File: src/rtl/core/sis_pkg.sv
package sis_pkg;

	// Field widths of one entry
	localparam int unsigned PAYLOAD_BITS = 16;
	localparam int unsigned KEY_BITS     = 32;

	// Input transaction
	typedef struct packed {
		logic [PAYLOAD_BITS-1:0]    payload;
		logic signed [KEY_BITS-1:0] key;
		logic                       last_in;
	} in_t;

	// Output transaction
	typedef struct packed {
		logic [PAYLOAD_BITS-1:0]    sorted_payload;
		logic signed [KEY_BITS-1:0] sorted_key;
		logic                       last_out;
		logic                       overflow;
	} out_t;

	// Contents of one chain cell
	typedef struct packed {
		logic                       valid;
		logic [PAYLOAD_BITS-1:0]    payload;
		logic signed [KEY_BITS-1:0] key;
	} entry_t;

	// Chain-wide control broadcast to every cell
	typedef struct packed {
		logic insert;   // place the incoming entry
		logic shift;    // drain: every cell takes its right neighbor
	} ctrl_t;

	typedef enum logic {
		ST_COLLECT,
		ST_DRAIN
	} state_t;

endpackage

File: src/rtl/core/sis_cell.sv
module sis_cell (
	input  logic           clk,
	input  logic           arst_n,
	input  sis_pkg::ctrl_t ctrl,
	input  sis_pkg::entry_t new_entry,
	input  sis_pkg::entry_t left,
	input  logic           left_gt,
	input  sis_pkg::entry_t right,
	output sis_pkg::entry_t cur,
	output logic           gt
);

	logic                                valid_q;
	logic [sis_pkg::PAYLOAD_BITS-1:0]    payload_q;
	logic signed [sis_pkg::KEY_BITS-1:0] key_q;
	sis_pkg::entry_t                     cell_d;
	logic                                take_new;

	assign cur = '{valid: valid_q, payload: payload_q, key: key_q};

	// Stored entry is strictly greater than the incoming one: it moves right
	assign gt = cur.valid && ($signed(cur.key) > $signed(new_entry.key));

	// New entry lands in the first cell that is greater, or in the first empty cell
	assign take_new = (gt || (!cur.valid && left.valid)) && !left_gt;

	// Next cell contents
	always_comb begin
		cell_d = cur;
		if (ctrl.shift) begin
			cell_d = right;
		end else if (ctrl.insert) begin
			if (left_gt) begin
				cell_d = left;
			end else if (take_new) begin
				cell_d       = new_entry;
				cell_d.valid = 1'b1;
			end
		end
	end

	// Occupancy bit
	always_ff @(posedge clk or negedge arst_n) begin
		if (!arst_n) begin
			valid_q <= 1'b0;
		end else begin
			valid_q <= cell_d.valid;
		end
	end

	// Data, no reset
	always_ff @(posedge clk) begin
		payload_q <= cell_d.payload;
		key_q     <= cell_d.key;
	end

endmodule
File: config.mk
export PLATFORM = sky130hd
export DESIGN_NAME = sis_cell
export DESIGN_NICKNAME = d
export VERILOG_FILES = /design/src/rtl/core/sis_pkg.sv /design/src/rtl/core/sis_cell.sv
export SDC_FILE = /design/constraint.sdc
export NUM_CORES = 1
export LEC_CHECK = 0
export ABC_CLOCK_PERIOD_IN_PS = 3600
export BUFFER_PORTS_ARGS = -buffer_cell sky130_fd_sc_hd__buf_2
export CAP_MARGIN = 25
export CORE_MARGIN = 1
export CORE_UTILIZATION = 41
export CTS_BUF_LIST = sky130_fd_sc_hd__clkbuf_8
export CTS_CLUSTER_SIZE = 30
export DETAILED_ROUTE_END_ITERATION = 7
export GPL_ROUTABILITY_DRIVEN = 0
export PLACE_DENSITY = 0.8
export SLEW_MARGIN = 0
export SYNTH_ARGS = -nofsm -noshare
export SYNTH_HDL_FRONTEND = slang
export SYNTH_SLANG_ARGS = --single-unit
File: constraint.sdc
create_clock -name clk -period 3.6 [get_ports clk]
set_input_delay 0.18 -clock clk [delete_from_list [all_inputs] [get_ports clk]]
set_output_delay 0.18 -clock clk [all_outputs]
set_load 0.01 [all_outputs]
==> results of run 1 <==
through the flow:
step           hold WS, ps  cell area [µm²]
3_3_place_gp        -44.46             4458
2_1_floorplan       -115.6             3357
5_1_grt              133.4             4549
6_report             106.4             4549
4_1_cts              95.26             4549
3_5_place_dp        -44.09             4458
layout make-up:
type                            instances  area share
Inverter                               34     0.02805
Sequential cell                        49      0.3223
Tap cell                              102     0.02805
Multi-Input combinational cell        239      0.3716
Clock buffer                            5     0.01513
Clock inverter                          3    0.002750
Timing Repair Buffer                  207      0.2321
how the worst max path moves through the flow:
stage	slack, ps	from	to
after global placement	930	key_q[31]	key_q[23]
after CTS	840	key_q[31]	payload_q[2]
after global routing	740	key_q[25]	gt
final	870	key_q[31]	gt
after detailed placement	860	key_q[31]	key_q[22]
after floorplan	60	key_q[31]	key_q[0]
sequential cells by signal, summed over array words and instances, names as in the netlist:
register   flops
key_q         32
payload_q     16
valid_q        1
routing by layer:
metal	vias to the layer above	part of all wire	global-route usage	wire length [µm]
met5	-	0	0	0
li1	1612	-	-	-
met1	1401	0.40	0.2258	3399
met2	119	0.53	0.3846	4501
met3	10	0.063	0.04433	541
met4	0	0.012	0.05729	103
tightest hold or removal path, cell delays in order:
cell and delay, ps:
buf_2 80, nand2_1 40, o21ai_0 60
power breakdown:
group / total (µW) / internal, µW / switching [µW]
Sequential: 739 / 710 / 28.5
Clock: 306 / 131 / 175
Combinational: 453 / 210 / 243
Total: 1500 / 1050 / 446
cells by family (layout without fill, tap and decap cells):
logic type | count (synthesis) | in the layout | share of synthesized area
flip-flops | 49 | 49 | 0.4368
multiplexers | 48 | 48 | 0.1431
adder cells (fa/ha/maj) | 32 | 32 | 0.1193
buffers and inverters | 52 | 249 | 0.06112
AND/OR/NAND/NOR | 80 | 80 | 0.1070
AO/OA/AOI/OAI | 79 | 79 | 0.1327
cells in the final DEF (no fill, tap or decap), drive strengths merged, types with 2 or more instances in the layout:
cell / count
inv: 34
a21oi: 11
a211oi: 4
nand3: 4
o21ai: 53
o21a: 2
mux2i: 48
nor2: 3
nand4: 8
clkbuf: 5
edfxtp: 48
ha: 32
buf: 206
nand2: 57
nor4: 2
clkinv: 3
timing repair:
item | CTS | global route
endpoints found under the hold margin | 1 | 0
hold buffers | 1 | 0
resized for setup | 0 | 0
==> results.md, run 1 <==
* Status: finished clean
* Top Ports at 202
* Post-route ant nets at 0
* CP cell instances: ha_1, nand4_1, inv_1, a221oi_1, o31ai_1, or3_1, a21boi_1, buf_2
* Clock Skew at 6.882 ps
* Top_reg_cell synth: edfxtp_1
* Peak VDD IR at between 150 and 200 µV
* Most area-hungry cell type in the Yosys netlist: edfxtp_1
* Top cells by count, synth: 57 x nand2_1, 52 x o21ai_0, 48 x edfxtp_1, 48 x mux2i_1, 34 x inv_1
* Worst R2R End: payload_q[3]
* Vias at approximately 3,100
* Final worst slack at 868.6 ps
* Initial DRC count at 66
* P_leak at roughly 0.0024 µW
* Number of global-route vias before repair at about 3,100
* Die Y-Extent at about 92 µm
* Share of cells above drive strength 1 at 0.4041
* Buffers added on ports at 200
* TritonCTS clock tree: built
* Clk Latency, worst-skew pair at roughly 300 ps
* Area of the multi-input gates at between 1500 and 2000 µm²
* Global route overflow at 0
* Slew @ Worst Pin at about 560 ps
* Synthesized cell area at 3357 µm²
* Core ar. at about 7800 µm²
* Synthesized net count at around 520
* Setup Fix Bufs, Post-CTS at 0
* Yosys top cell area share at 0.4294
* Setup Viol. Count Final at 0
* Final HPWL DP at about 7100 µm
* Critical R2R Launch: key_q[31]
* P per Cell Area at 329.1 nW/µm²
* FF+latch area at approximately 1500 µm²
* FFs w/ async S/R, synth at 0.02041
* Number of flops mapped to enable cells by yosys at 48
* Crit path time final at between 2000 and 3000 ps
* Number of antenna violations at the first check in global routing at 0
* Kind of cell adding the most delay to the critical path: compound AO/OA/AOI/OAI gates
* Clock buffer depth at 2
* Vias per cell at a little under 5
* Max-slew headroom at 0.6204
* Max-cap viol count at 0
* Layout Cells excl Fill at 639
* Final Cycle Share at 0.7587
* Hold Crit Depth at 3
* Count of state elements after synthesis at 49
* Top-count cell post-synth: nand2_1
* CTS sink cnt at slightly below 50
* Buf+Inv Stages, Crit Path at 2
* Die width at between 90 and 100 µm
* R2r worst-path depth at 8
* Unique masters post-synth at 36
* Clock Tree Root: clkbuf_8
* Power, Total at around 1500 µW
* Util after Layout at 0.5827
* Dpl cells at between 600 and 700
* Pre-CTS setup slack at ~860 ps
* Minimum setup slack among reg-to-reg paths at 930 ps
* Required @ worst endpoint at between 3000 and 4000 ps
* Slew Viols, Final at 0
* H-Tree Depth at 2
* Crit-path max cell delay at roughly 400 ps
* Global-route wire length before repair at approximately 14,000 µm
* Fmax at 0.3661 GHz
* DR WL/cell at ~13 µm
* Num CTS Buffers at 5
* Final TNS setup at 0 ps
* Largest cells by area after synthesis: edfxtp_1 43%, mux2i_1 14%, ha_1 12%
* Die ar. at 8553 µm²
* Fin. Hold Viols at 0
* CP max FO at 7
* Core Rows at 32
* Synth Warn # at 0
* Crit path DAT at 2550 ps
* Synthesized netlist cell count at 340
* Startpoint types: register
* Drt drc at 0
* Area growth syn-to-layout at 35.52%
* CP Depth at 8
* Starting Density at 0.4300
* Clock slew at reported path FFs at roughly 90 ps
* Slowest library cell on the worst path: edfxtp_1
* Detailed Routing Iterations Pass 1 at 4
* Min-delay worst type: in2reg
* ANT cells at 0
* Fillers at roughly 700
* Syn_area_per_cell at roughly 9.9 µm²
* RSZ-0062 raised after global routing: no
* Post-synthesis sequential area ratio at 0.4368
* Total Routed Length at 8545 µm
* Hold Path Origin: right[48]
* CP Class: reg2out
* GRT Total Usage at 0.2032
* Critical path endpoint category: primary output
* Hold Path Sink: valid_q
* Fin nets at approximately 700
* Largest net degree at the start of global routing at 43
Note: power is estimated with default switching activity, not from simulation.
==> run 2, diff against run 1 <==
- ABC_CLOCK_PERIOD_IN_PS: 3600 -> 2800
- CORE_UTILIZATION: 41 -> 45
- PLACE_DENSITY: 0.8 -> 0.83
- clock period: 3.6 -> 2.8 ns (I/O delays scaled with it)
==> run 2 against run 1 <==
  * Power grew 30%
  * Non-clock buffer count grew 2
  * Hold slack lost 45 ps
  * Register-to-register slack lost 740 ps
  * Critical endpoint unchanged
  * Sequential power grew 28%
  * Die area shrank 8.7%
==> results.md, run 2 (synthesized netlist as in run 1, its figures left out) <==
* Final worst slack at ~180 ps
* CP max FO at 7
* Crit path time final at 2620 ps
* Clock buffer depth at 2
* Setup Viol. Count Final at 0
* Area growth syn-to-layout at 36.71%
* Num CTS Buffers at 5
* Max-slew headroom at 0.6370
* Hold Path Origin: right[48]
* Drt drc at 0
* Post-route ant nets at 0
* Hold Path Sink: valid_q
* Number of flip-flops under the largest register name at 32
* Crit path DAT at approximately 2500 ps
* R2r worst-path depth at 8
* Sw Pwr at slightly below 600 µW
* Buffers added on ports at 200
* Vias at 3,149
* Top Registers: key_q (32), payload_q (16), valid_q (1)
* Clk pwr share at 0.203
* CP cell instances: ha_1, nand4_1, inv_1, a221oi_1, o31ai_2, or3_1, a21boi_1, buf_2
* Kind of cell adding the most delay to the critical path: compound AO/OA/AOI/OAI gates
* Top Ports at roughly 200
* Total Routed Length at 8789 µm
* Detailed Routing Iterations Pass 1 at 4
* Clock Tree Root: clkbuf_8
* DP Area at roughly 4500 µm²
* Post-route cell area at about 4600 µm²
* Clk Latency, worst-skew pair at around 300 ps
* Status: finished clean
* Fin. Hold Viols at 0
* Hold Crit Depth at 3
* Layout Cells excl Fill at about 640
* Final worst hold slack at a little over 60 ps
* Fin nets at between 700 and 800
* Slew @ Worst Pin at about 540 ps
* Commonest non-fill, non-tap cell in the layout: buf_2
* Min-delay worst type: in2reg
* Number of global-route vias before repair at 2,906
* Startpoint types: register
* Starting Density at 0.4653
* Critical R2R Launch: key_q[31]
* Dpl cells at 627
* Buf+Inv Stages, Crit Path at 2
* Combinational fraction of design power at 0.308
* Slew Viols, Final at 0
* Die ar. at 7809 µm²
* CP Launch Point: key_q[31]
* CP Class: reg2out
* Required @ worst endpoint at between 2000 and 3000 ps
* Largest net degree at the start of global routing at 58
* Peak VDD IR at 240.6 µV
* Vias per cell at between 4 and 5
* Internal cell power at 1356 µW
* ANT cells at 0
* Die width at between 80 and 90 µm
* Final Cycle Share at 0.9359
* Crit-path max cell delay at ~390 ps
* RSZ-0062 raised after global routing: yes
* H-Tree Depth at 2
* CTS sink cnt at 49
* Initial DRC count at between 60 and 70
* Share of cells above drive strength 1 at 0.4071
* Minimum setup slack among reg-to-reg paths at 190 ps
* Sw Share at 0.3017
* Critical path endpoint category: primary output
* DR WL/cell at 13.80 µm
* Worst R2R End: key_q[12]
* Most flop-heavy register: key_q
* P per Cell Area at between 400 and 500 nW/µm²
* Die Y-Extent at 88.37 µm
* P_leak at between 0.002 and 0.0025 µW
* Max-cap viol count at 0
* Pre-CTS setup slack at between 100 and 150 ps
* Clock slew at reported path FFs at ~90 ps
* Clock Skew at between 4 and 5 ps
* Core Rows at 31
* TritonCTS clock tree: built
* Fmax at between 0.3 and 0.4 GHz
* Global route overflow at 0
* Number of antenna violations at the first check in global routing at 0
* GRT Total Usage at 0.2198
* Final HPWL DP at slightly above 7000 µm
* Sequential share of power at 0.489
* Power, Total at between 1500 and 2000 µW
* Highest-count cells in the layout ignoring fill and taps: 200 x buf_2, 57 x nand2_1, 52 x o21ai_0
* Slowest library cell on the worst path: edfxtp_1
* Core ar. at approximately 7200 µm²
* Global-route wire length before repair at about 13,000 µm
[run 2: cell count changes in the layout (fill, tap and decap cells not counted), sizes merged]
cell / change
inv: +1
buf: +2
clkinv: -2
[run 2: power by group through the flow]
stage | clock network [µW] | registers [µW] | logic (µW)
2_1_floorplan | 0 | 1010 | 277
3_5_place_dp | 0 | 967 | 595
4_1_cts | 408 | 950 | 599
3_3_place_gp | 0 | 961 | 577
5_1_grt | 439 | 960 | 670
6_report | 394 | 949 | 598
[run 2: area by class of cell]
type	count	area, µm²
clock inverters	2	7.507
repair buffers	209	1084
flip-flops and latches	49	1466
inverters	34	127.6
clock buffers	5	68.82
well taps	99	123.9
multi-input cells	239	1712
fillers	629	2625
[run 2: timing repair]
action                     4_1_cts  5_1_grt
hold endpoints to repair         1        0
hold buffers                     1        0
setup buffers                    0        2
gates resized for setup          0        2
setup endpoints to repair        0       22
[run 2: worst max path at each step]
stage,endpoint,cells past startpoint
3_5_place_dp,payload_q[8],8
6_report,gt,8
4_1_cts,key_q[31],8
3_3_place_gp,payload_q[8],8
2_1_floorplan,key_q[0],7
5_1_grt,gt,8
[run 2: per-layer routing]
metal	routed length, µm	global-route usage	vias to the layer above
met5	0	0	-
met4	86	0.04839	0
met3	645	0.05131	8
met2	4400	0.4007	128
met1	3657	0.2631	1395
li1	-	-	1618
[run 2: worst min-delay path: cells and delay by family]
| family | cells | cell delay (ps) |
|---|---|---|
| simple gates | 1 | 40 |
| compound gates | 1 | 60 |
| buf+inv | 1 | 80 |
[run 2: stage by stage]
stage                     utilization  TNS [ps]
after CTS                      0.6322         0
after global placement         0.6202         0
final                          0.6361         0
after global routing           0.6361    -5.760
after detailed placement       0.6202         0
after floorplan                     -         0
